===== src/hw/rtl/ebp_pkg.sv =====
`timescale 1ns / 1ps

package ebp_pkg;

  // Reserved grouping ids with placement rules.
  localparam logic [6:0] GID_START = 7'd126;
  localparam logic [6:0] GID_END   = 7'd127;

  // Result kinds.
  localparam logic KIND_GROUP   = 1'b0;
  localparam logic KIND_SUMMARY = 1'b1;

  // One input byte of a private-data record.
  typedef struct packed {
    logic [7:0] data_byte;
    logic       last_byte;
  } in_t;

  // One result item: a grouping id or a record summary.
  typedef struct packed {
    logic        kind;
    logic [6:0]  group_id;
    logic [7:0]  flag_bits;
    logic [2:0]  sap_type;
    logic [63:0] acquire_time;
    logic [7:0]  partition_count;
    logic        groups_ok;
    logic        truncated;
    logic        last;
  } res_t;

  // Results produced by one accepted byte, handed to the result queue.
  typedef struct packed {
    logic [1:0] push_cnt;
    res_t       res_a;
    res_t       res_b;
  } push_t;

endpackage


===== src/hw/rtl/ebp_parse_core.sv =====
`timescale 1ns / 1ps

module ebp_parse_core import ebp_pkg::*; (
  input  logic  clk,
  input  logic  rst_n,
  input  logic  in_take,
  input  in_t   in_item,
  output push_t push
);

  // Parse phases, one-hot.
  typedef enum logic [6:0] {
    PH_FLAG  = 7'b0000001,
    PH_EXT   = 7'b0000010,
    PH_SAP   = 7'b0000100,
    PH_GROUP = 7'b0001000,
    PH_TIME  = 7'b0010000,
    PH_PART  = 7'b0100000,
    PH_DONE  = 7'b1000000
  } phase_t;

  // Next present field after phase p, given the current flags.
  function automatic phase_t advance(input phase_t p, input logic [7:0] flags);
    logic [4:0] above;
    logic [4:0] cand;
    phase_t     q;
    case (p)
      PH_FLAG:  above = 5'b11111;
      PH_EXT:   above = 5'b11110;
      PH_SAP:   above = 5'b11100;
      PH_GROUP: above = 5'b11000;
      PH_TIME:  above = 5'b10000;
      default:  above = 5'b00000;
    endcase
    // Bit order: extension, SAP, grouping, time, partition.
    cand = {flags[0], flags[3], flags[4], flags[5], flags[1]} & above;
    if (cand[0]) begin
      q = PH_EXT;
    end else if (cand[1]) begin
      q = PH_SAP;
    end else if (cand[2]) begin
      q = PH_GROUP;
    end else if (cand[3]) begin
      q = PH_TIME;
    end else if (cand[4]) begin
      q = PH_PART;
    end else begin
      q = PH_DONE;
    end
    return q;
  endfunction

  phase_t       phase_r, phase_nxt;
  logic [7:0]   flag_r, flag_nxt;
  logic [2:0]   sap_r, sap_nxt;
  logic [63:0]  time_r, time_nxt;
  logic [3:0]   left_r, left_nxt;
  logic [7:0]   part_r, part_nxt;
  logic [127:0] seen_r, seen_nxt;
  logic [6:0]   prev_r, prev_nxt;
  logic         have_prev_r, have_prev_nxt;
  logic         bad_r, bad_nxt;

  logic [7:0]   b;
  logic [6:0]   id;
  logic         time_done;
  res_t         gid_res;
  res_t         sum_res;

  assign b  = in_item.data_byte;
  assign id = b[6:0];

  // Parse one byte and build the results it causes.
  always_comb begin
    phase_nxt     = phase_r;
    flag_nxt      = flag_r;
    sap_nxt       = sap_r;
    time_nxt      = time_r;
    left_nxt      = left_r;
    part_nxt      = part_r;
    seen_nxt      = seen_r;
    prev_nxt      = prev_r;
    have_prev_nxt = have_prev_r;
    bad_nxt       = bad_r;
    gid_res       = '0;
    sum_res       = '0;
    push          = '0;

    case (phase_r)
      PH_FLAG: begin
        // Reserved bit 1 is dropped; bit 0 becomes the extension flag.
        flag_nxt  = {b[7:2], b[0], 1'b0};
        phase_nxt = advance(PH_FLAG, flag_nxt);
      end
      PH_EXT: begin
        flag_nxt  = {flag_r[7:1], flag_r[0] | b[7]};
        phase_nxt = advance(PH_EXT, flag_nxt);
      end
      PH_SAP: begin
        sap_nxt   = b[7:5];
        phase_nxt = advance(PH_SAP, flag_r);
      end
      PH_GROUP: begin
        if (seen_r[id]) begin
          bad_nxt = 1'b1;
        end
        if (id == GID_START &&
            (!have_prev_r || prev_r == GID_START || prev_r == GID_END)) begin
          bad_nxt = 1'b1;
        end
        if (id == GID_END && (!have_prev_r || prev_r == GID_END)) begin
          bad_nxt = 1'b1;
        end
        seen_nxt[id]  = 1'b1;
        prev_nxt      = id;
        have_prev_nxt = 1'b1;
        gid_res.kind     = KIND_GROUP;
        gid_res.group_id = id;
        gid_res.last     = !in_item.last_byte;
        // The top bit chains another grouping id.
        if (!b[7]) begin
          phase_nxt = advance(PH_GROUP, flag_r);
        end
      end
      PH_TIME: begin
        time_nxt = {time_r[55:0], b};
        if (left_r != 4'd0) begin
          left_nxt = left_r - 4'd1;
        end
        if (left_nxt == 4'd0) begin
          phase_nxt = advance(PH_TIME, flag_r);
        end
      end
      PH_PART: begin
        part_nxt  = b;
        phase_nxt = advance(PH_PART, flag_r);
      end
      default: begin
        phase_nxt = PH_DONE;
      end
    endcase

    // Entering the time field loads the byte count.
    if (phase_nxt == PH_TIME && phase_r != PH_TIME) begin
      left_nxt = 4'd8;
    end

    // Summary on the record's last byte.
    time_done = flag_nxt[3] && (phase_nxt == PH_PART || phase_nxt == PH_DONE);
    sum_res.kind            = KIND_SUMMARY;
    sum_res.flag_bits       = flag_nxt;
    sum_res.sap_type        = sap_nxt;
    sum_res.acquire_time    = time_done ? time_nxt : 64'd0;
    sum_res.partition_count = part_nxt;
    sum_res.groups_ok       = !bad_nxt;
    sum_res.truncated       = (phase_nxt != PH_DONE);
    sum_res.last            = 1'b1;

    // Hand the results to the queue.
    if (in_take) begin
      if (phase_r == PH_GROUP) begin
        push.res_a = gid_res;
        push.res_b = sum_res;
        push.push_cnt = in_item.last_byte ? 2'd2 : 2'd1;
      end else if (in_item.last_byte) begin
        push.res_a = sum_res;
        push.push_cnt = 2'd1;
      end
    end

    // The record ends: start clean for the next flag byte.
    if (in_item.last_byte) begin
      phase_nxt     = PH_FLAG;
      flag_nxt      = '0;
      sap_nxt       = '0;
      time_nxt      = '0;
      left_nxt      = '0;
      part_nxt      = '0;
      seen_nxt      = '0;
      prev_nxt      = '0;
      have_prev_nxt = 1'b0;
      bad_nxt       = 1'b0;
    end
  end

  // Record state registers.
  always_ff @(posedge clk) begin
    if (!rst_n) begin
      phase_r     <= PH_FLAG;
      flag_r      <= '0;
      sap_r       <= '0;
      time_r      <= '0;
      left_r      <= '0;
      part_r      <= '0;
      seen_r      <= '0;
      prev_r      <= '0;
      have_prev_r <= 1'b0;
      bad_r       <= 1'b0;
    end else if (in_take) begin
      phase_r     <= phase_nxt;
      flag_r      <= flag_nxt;
      sap_r       <= sap_nxt;
      time_r      <= time_nxt;
      left_r      <= left_nxt;
      part_r      <= part_nxt;
      seen_r      <= seen_nxt;
      prev_r      <= prev_nxt;
      have_prev_r <= have_prev_nxt;
      bad_r       <= bad_nxt;
    end
  end

endmodule


===== src/hw/rtl/ebp_result_queue.sv =====
`timescale 1ns / 1ps

module ebp_result_queue import ebp_pkg::*; (
  input  logic  clk,
  input  logic  rst_n,
  input  push_t push,
  output logic  room,
  output logic  out_valid,
  input  logic  out_ready,
  output res_t  out_data
);

  localparam int Depth = 4;

  res_t       mem_r [Depth];
  logic [1:0] wr_r, wr_nxt;
  logic [1:0] rd_r, rd_nxt;
  logic [2:0] cnt_r, cnt_nxt;
  logic       pop;

  // Input is accepted only while at least two entries are free for the next transfer.
  assign room      = (cnt_r <= 3'd2);
  assign out_valid = (cnt_r != 3'd0);
  assign out_data  = mem_r[rd_r];
  assign pop       = out_valid && out_ready;

  // Pointer and fill count updates.
  always_comb begin
    wr_nxt  = wr_r + push.push_cnt;
    rd_nxt  = rd_r + {1'b0, pop};
    cnt_nxt = cnt_r + {1'b0, push.push_cnt} - {2'b00, pop};
  end

  always_ff @(posedge clk) begin
    if (!rst_n) begin
      wr_r  <= '0;
      rd_r  <= '0;
      cnt_r <= '0;
    end else begin
      wr_r  <= wr_nxt;
      rd_r  <= rd_nxt;
      cnt_r <= cnt_nxt;
    end
  end

  // Entry storage: the first result at the write pointer, the second after it.
  always_ff @(posedge clk) begin
    if (push.push_cnt != 2'd0) begin
      mem_r[wr_r] <= push.res_a;
    end
    if (push.push_cnt == 2'd2) begin
      mem_r[wr_r + 2'd1] <= push.res_b;
    end
  end

endmodule


===== src/hw/rtl/ebp_private_data_parser.sv =====
`timescale 1ns / 1ps

// Encoder boundary point private-data parser. Record bytes arrive one per
// transfer, first byte first, with last_byte set on the record's final byte.
// Each grouping id is reported as a kind 0 result when its byte is taken, and
// the final byte adds a kind 1 summary (flags, SAP type, acquisition time,
// partition count, grouping-rule check, truncation flag); last marks the final
// result of a transfer. A byte is parsed in the cycle it is taken and its
// results are written into a four-entry result queue, so one byte is accepted
// every cycle while in_ready is high; its results are registered in the queue
// before the output. in_ready drops only while the queue holds more than two
// results, which happens only when the result side stalls; a byte that ends a
// record inside the grouping ids produces two results, and the queue absorbs
// them without blocking input while the result side takes one every cycle.
module ebp_private_data_parser import ebp_pkg::*; (
  input  logic clk,
  input  logic rst_n,
  input  logic in_valid,
  output logic in_ready,
  input  in_t  in_data,
  output logic out_valid,
  input  logic out_ready,
  output res_t out_data
);

  logic  in_take;
  logic  room;
  push_t push;

  assign in_ready = room;
  assign in_take  = in_valid && in_ready;

  // Byte parser and record state.
  ebp_parse_core u_core (
    .clk     (clk),
    .rst_n   (rst_n),
    .in_take (in_take),
    .in_item (in_data),
    .push    (push)
  );

  // Result queue toward the output channel.
  ebp_result_queue u_queue (
    .clk       (clk),
    .rst_n     (rst_n),
    .push      (push),
    .room      (room),
    .out_valid (out_valid),
    .out_ready (out_ready),
    .out_data  (out_data)
  );

endmodule


===== config.mk =====
export PLATFORM = sky130hd
export DESIGN_NAME = ebp_private_data_parser
export DESIGN_NICKNAME = d
export VERILOG_FILES = /design/src/hw/rtl/ebp_pkg.sv /design/src/hw/rtl/ebp_parse_core.sv /design/src/hw/rtl/ebp_result_queue.sv /design/src/hw/rtl/ebp_private_data_parser.sv
export SDC_FILE = /design/constraint.sdc
export NUM_CORES = 1
export LEC_CHECK = 0
export BUFFER_PORTS_ARGS = -buffer_cell sky130_fd_sc_hd__buf_2
export CAP_MARGIN = 20
export CORE_MARGIN = 3
export CORE_UTILIZATION = 45
export CTS_CLUSTER_SIZE = 14
export DETAILED_ROUTE_END_ITERATION = 16
export SLEW_MARGIN = 20
export SYNTH_ARGS = -nofsm -noshare
export SYNTH_HDL_FRONTEND = slang
export SYNTH_SLANG_ARGS = --single-unit

===== constraint.sdc =====
create_clock -name clk -period 6.16 [get_ports clk]
set_input_delay 0.308 -clock clk [delete_from_list [all_inputs] [get_ports clk]]
set_output_delay 0.308 -clock clk [all_outputs]
set_load 0.005 [all_outputs]

* Yosys cells after proc, flatten, opt, wreduce, memory -nomap -nowiden
Memories as Yosys holds them, arrays and structs flattened. A register that Yosys moved wholly into a read port is not among the register bits.
Cells that the tools add are included.
** Storage, ports and cells
- Bits in registers :: 238
- RAM bits :: 376
- Bits of input ports :: 13
- Output and inout port bits :: 96
- Logic and storage cells :: 150
- Memories kept :: 1
** Memory list
- u_queue.mem_r :: depth 4, bits a word 94, rd ports 1, clocked after memory_dff 1, wr ports 2, RTL line ebp_result_queue.sv:15 : res_t mem_r [Depth];
** Operators by class
- $add $sub $neg :: 6
- Order comparisons :: 3
- Equality and inequality tests :: 16
- Mux-type cells :: 81
- Bitwise logic cells :: 8
- Reductions and logical operators :: 22
** Operators with widths (number)
- $mux W128 :: 2
- $mux W7 :: 35
- $mux W64 :: 3
- $mux W190 :: 1
- $or A128 B128 Y128 :: 1
- $mux W96 :: 1
- $mux W95 :: 1
- $mux W94 :: 1
- $pmux W7 S6 :: 1
- $mux W5 :: 8
- $eq A7 B7 Y1 const B :: 5
- $and A5 B5 Y5 :: 5
- $mux W8 :: 3
- $mux W4 :: 5
- $pmux W8 S2 :: 1
- $eq A7 B5 Y1 const B :: 2
- $eq A7 B6 Y1 const B :: 2
- $mux W1 :: 13
- $lt A7 B8 Y1 const B :: 1
- $bmux W1 S7 :: 1
- $demux W1 S7 :: 1
- $eq A7 B1 Y1 const B :: 1
- $eq A7 B2 Y1 const B :: 1
- $eq A7 B3 Y1 const B :: 1
- 24 further kinds :: 40

* Longest topological paths before layout
- Word-level depth :: 24
- Gate-level depth with buffers :: 14
- Gate-level depth less buffers :: 11

* Cells and area by module
Synthesis repeated with hierarchy kept, for this count alone.
** Second synthesis, totals
- Cells, all modules :: 2389
- Area total of the unflattened synthesis :: 30749.5 µm²
** Modules (own cells, without submodules)
- ebp_result_queue :: instances 1, cells an instance 955, area each 18745.5 µm², seq. area each 11431.0 µm²
- ebp_parse_core :: instances 1, cells an instance 1433, area each 11997.8 µm², seq. area each 4624.4 µm²
- ebp_private_data_parser :: instances 1, cells an instance 1, area each 6.3 µm², seq. area each 0.0 µm²

* Worst setup path before layout
Ideal clock, no wire load.
- Path kind :: reg2reg
- Start point :: reg u_core.phase_r[2]
- End point :: mem u_queue.mem_r[0][0] in the netlist's numbering (enable)
- Setup time :: 440 ps
- Arrival time :: 3939 ps
- Required time :: 5720 ps
- Slack :: 1781 ps
- Stages on the path, launching flop included :: 11
- Buffers on the path :: 2
- Period minus slack after synthesis :: 4379 ps
- Cell sequence :: dfxtp_1 buf_2 nor3_4 nand4b_4 ha_1 nor2b_1 nand2_1 or2_2 and2_1 clkbuf_1 inv_1
** RTL lines
- start: declaration :: RTL line ebp_parse_core.sv:53 : phase_t phase_r, phase_nxt;
- start signal: assignment :: RTL line ebp_parse_core.sv:200 : phase_r <= phase_nxt;
- end: declaration :: RTL line ebp_result_queue.sv:15

==> impl.org <==
** Outcome
- The flow ran to the end, and the final reports show no timing, DRC or antenna violations.

** Floorplan
- After floorplanning, the core was divided into 88 placement rows.
- The die covers 0.06207 mm^2.
- Effective utilization at floorplan :: 0.4576
- Core region area :: 0.05814 mm^2
- Top-level port count :: around 110
- The die is 249.1 um tall.
- DIE WIDTH :: 249.1 um

** Clocking
- Buffers added to address setup during post-CTS repair amount to 0.
- Number of hold buffers added after CTS :: 0
- Clock tree root buffer cell :: sky130_fd_sc_hd__clkbuf_16
- Clock tree from TritonCTS :: yes
- Counting along the longest clock path gives a buffer depth of 3.
- Clock-pin slew was measured on the worst setup and hold paths at approximately 0.070 ns.
- The H-tree generated during clock tree synthesis spans 3 levels.
- Later-pin clock latency in the skew report :: 0.60 ns
- Clock Sinks :: slightly above 600
- Buffers inserted during clock tree synthesis total 67.
- Resized Gates After CTS :: 0

** GRT
- Summed over all layers, the global routing overflow is 0.
- The first global-routing pass estimated approximately 110,000 um of wire.
- The number of antenna violations at the first check in global routing is 2.
- Entering global routing, the biggest net connects between 90 and 100 pins.
- The via count of the first global-routing pass came to about 19,000.
- In the global route stage, overall resource usage came out at 0.2221.

** Timing
- Post-Route Hold Slack :: 0.03656 ns
- The max-slew violation total from the final report is 0.
- Peak Freq :: approximately 0.24 GHz
- Final setup TNS :: 0 ns
- At the pin with the least slew margin, the transition time is about 1.1 ns.
- On the final layout, the worst clock skew is between 0.02 and 0.025 ns.
- Slew Limit Headroom :: 0.2347
- Total count of hold-check failures in the final report :: 0
- The routed design could run at a clock period as short as between 4 and 5 ns.
- Setup WS post-layout :: around 2.0 ns
- Of the available clock period, the critical path in the final layout requires 0.6674.
- Setup violations remaining at the end of the flow were counted as 0.
- Unrepaired setup endpoints after global routing :: false

** Cells and area
- For this run, the number of standard cells in the final layout without fillers is about 3,100.
- For this run, the share of the core covered by cells in the final layout is 0.5107.
- In the final layout, flip-flops and latches occupy 0.01578 mm^2.
- Most common library cell in the layout ignoring fill and taps :: sky130_fd_sc_hd__nor2_1
- Commonest cells after routing, fill and taps aside :: 624 x sky130_fd_sc_hd__nor2_1, 348 x sky130_fd_sc_hd__edfxtp_1, 264 x sky130_fd_sc_hd__dfxtp_1, 204 x sky130_fd_sc_hd__a22oi_1, 168 x sky130_fd_sc_hd__nand2_1
- For this run, the post-layout net count is 2,350.
- Fraction of layout cells with a size suffix above 1 :: 0.1698
- In the final layout, the multi-input gates occupy just under 0.01 mm^2.
- Fill cell total of the finished layout :: between 5,000 and 6,000
- Area delta synth->final :: 11.62%

** Synth
- Counting every net in the synthesized netlist gives about 2,300.
- Post-synthesis cell type with the largest combined area :: sky130_fd_sc_hd__edfxtp_1
- Post-Synth Simple-Gate Area :: 0.1367
- Synthesized instance count :: around 2,300
- Proportion of synthesized area in mux cells :: 0.1055
- Total standard cell area after synthesis :: about 0.027 mm^2
- Post-synthesis average cell area :: between 10 and 15 um^2
- Of the total synthesized cell area, the portion taken by XOR and XNOR cells is 0.002634.
- Counting distinct cell types in the post-synthesis netlist gives just over 70.
- The compound-cell area share of the yosys netlist was 0.1185.
- Area fraction of the dominant cell type after synthesis :: 0.3929
- For this run, the leading register cell type out of synthesis is sky130_fd_sc_hd__edfxtp_1.
- Yosys mapped a number of flops with a built-in enable equal to between 300 and 400.
- Of the synthesized area, sequential elements account for 0.5930.
- Synthesis inferred between 600 and 700 register bits.
- For this run, the number of Yosys warnings is 0.
- Combinational family with the most area after synthesis :: simple AND/OR/NAND/NOR gates
- Async set or reset register ratio after synthesis :: 0
- Sorting the synthesized cells by area gives the leading types as sky130_fd_sc_hd__edfxtp_1 39%, sky130_fd_sc_hd__dfxtp_1 20%, sky130_fd_sc_hd__mux4_2 9.3%, sky130_fd_sc_hd__nor2_1 8.9%, sky130_fd_sc_hd__a22oi_1 5.8%.
- Area share of fa/ha/maj cells after synthesis :: 0.004986

** Detailed routing
- Antenna violation net count after detailed routing :: 0
- Dividing the detail-routed wire length by the instance count gives 22.12 um.
- DRC violation count after routing :: 0
- The routed layout has about 19,000 vias.
- Dividing the detail-routed via count by the number of cells gives 5.890.
- Number of detailed-routing iterations run before antenna repair :: 6
- After the first detailed-routing iteration, the DRC count stood at 1,790.
- DRT Wirelength :: ~70,000 um

** Worst setup path
- Counting both buffers and inverters, the worst setup path holds a total of 2.
- Cell breakdown of the critical path :: nor3_4 -> nand4b_4 -> ha_1 -> o21ai_0 -> nor2_1 -> a21oi_1 -> inv_4 -> buf_4
- STA classifies the critical path startpoint as a flip-flop.
- Crit path arrival time :: 4.38 ns
- The worst setup path is of the flip-flop to flip-flop kind.
- Data on the critical path is required at its endpoint by 6.42 ns.
- CP max stage delay :: a little under 0.7 ns
- Category of the worst setup path capture point :: flip-flop
- Worst-path maximum fanout :: between 40 and 50
- On the critical path the largest part of the delay comes from compound AO/OA/AOI/OAI gates.
- The largest individual stage delay along the critical path comes from the cell sky130_fd_sc_hd__a21oi_1.

** Pwr
- P_leak :: ~9.8 nW
- IR analysis of the VDD net gives a maximum drop of just over 0.2 mV.
- For this design the ratio of total power to cell area is ~330 mW/mm^2.

** Place
- Port Buffers :: roughly 110
- At the end of routability-driven placement, the weighted congestion stood at about 0.86.
- The HPWL after detailed placement is between 40,000 and 50,000 um.
- Number of instances in the placed design :: about 3,000
- OpenSTA, run right after detailed placement, puts the worst setup slack at ~2.1 ns.

** Worst hold path
- Tightest Hold Check Type :: primary input to flip-flop

** Run
- Max-cap violations in this run came to 0.
[through the flow]
| stage | total power, W | cell area [um^2] |
|---|---|---|
| CTS | 0.009874 | 29670 |
| finish | 0.009764 | 29690 |
| global placement | 0.006042 | 27560 |
| detailed placement | 0.006056 | 27560 |
| global route | 0.01012 | 29690 |
| floorplan | 0.005506 | 26600 |
[final cells by class]
class / count / area share
Antenna cell: 2 / 0.0001686
Clock buffer: 91 / 0.06464
Clock inverter: 30 / 0.006363
Inverter: 20 / 0.003034
Multi-Input combinational cell: 1479 / 0.3339
Sequential cell: 614 / 0.5315
Tap cell: 765 / 0.03224
Timing Repair Buffer: 145 / 0.02811
[cells in the mapped netlist, types with 9 or more instances]
master,n
sky130_fd_sc_hd__a21o_1,66
sky130_fd_sc_hd__a21oi_1,41
sky130_fd_sc_hd__a22o_1,32
sky130_fd_sc_hd__a22oi_1,204
sky130_fd_sc_hd__buf_1,16
sky130_fd_sc_hd__buf_2,18
sky130_fd_sc_hd__buf_6,29
sky130_fd_sc_hd__clkbuf_1,119
sky130_fd_sc_hd__dfxtp_1,266
sky130_fd_sc_hd__edfxtp_1,348
sky130_fd_sc_hd__ha_1,9
sky130_fd_sc_hd__inv_1,17
sky130_fd_sc_hd__mux2i_1,26
sky130_fd_sc_hd__mux4_2,110
sky130_fd_sc_hd__nand2_1,169
sky130_fd_sc_hd__nand2b_1,13
sky130_fd_sc_hd__nand3_1,11
sky130_fd_sc_hd__nor2_1,628
sky130_fd_sc_hd__nor3_1,22
sky130_fd_sc_hd__o21ai_0,13
[sequential cells by signal, indices dropped and copies added, names as in the netlist, 4 cells and up]
name / count
u_queue.mem_r: 376
u_core.prev_r: 7
u_core.left_r: 4
u_core.flag_r: 8
u_core.time_r: 64
u_core.phase_r: 7
u_core.seen_r: 128
u_core.part_r: 8
[logic make-up (layout without fill, tap and decap cells)]
| group | Yosys count | in the layout |
|---|---|---|
| buffers and inverters | 206 | 286 |
| and+or+nand+nor | 896 | 896 |
| xor gates and xnor gates | 8 | 8 |
| other | 0 | 2 |
| muxes | 142 | 142 |
| AOI/OAI and AO/OA | 423 | 423 |
| adders and majority gates | 10 | 10 |
| DFF | 614 | 614 |
[metal layers]
metal,vias to the layer above,part of all wire,global-route usage
li1,8427,-,-
met1,9291,0.41,0.2931
met2,675,0.50,0.3726
met3,134,0.065,0.03790
met4,2,0.028,0.07692
met5,-,0.00014,0
[worst reg2reg max path: stages, from the launching register on]
cell and delay, ns:
sky130_fd_sc_hd__dfxtp_1 0.40, sky130_fd_sc_hd__nor3_4 0.35, sky130_fd_sc_hd__nand4b_4 0.25, sky130_fd_sc_hd__ha_1 0.46, sky130_fd_sc_hd__o21ai_0 0.45, sky130_fd_sc_hd__nor2_1 0.14, sky130_fd_sc_hd__a21oi_1 0.69, sky130_fd_sc_hd__inv_4 0.48
sky130_fd_sc_hd__buf_4 0.53
[report_power, final]
group          total [W]  internal (W)  switching (W)
clock            0.00383       0.00220        0.00163
sequential       0.00454       0.00442       0.000113
combinational    0.00140      0.000609       0.000792
total            0.00976       0.00723        0.00254
[final timing paths]
path	start	endpoint	slack, ns	depth (start not counted)
worst min register to register	u_core.prev_r[0]	u_core.prev_r[0]	0.47	2
worst min-delay path	rst_n	u_core.phase_r[0]	0.04	2
worst max register to register	u_core.phase_r[2]	u_queue.mem_r[3][73]	2.05	8
worst max-delay path	u_core.phase_r[2]	u_queue.mem_r[3][73]	2.05	8
Note: power is estimated with default switching activity, not from simulation.
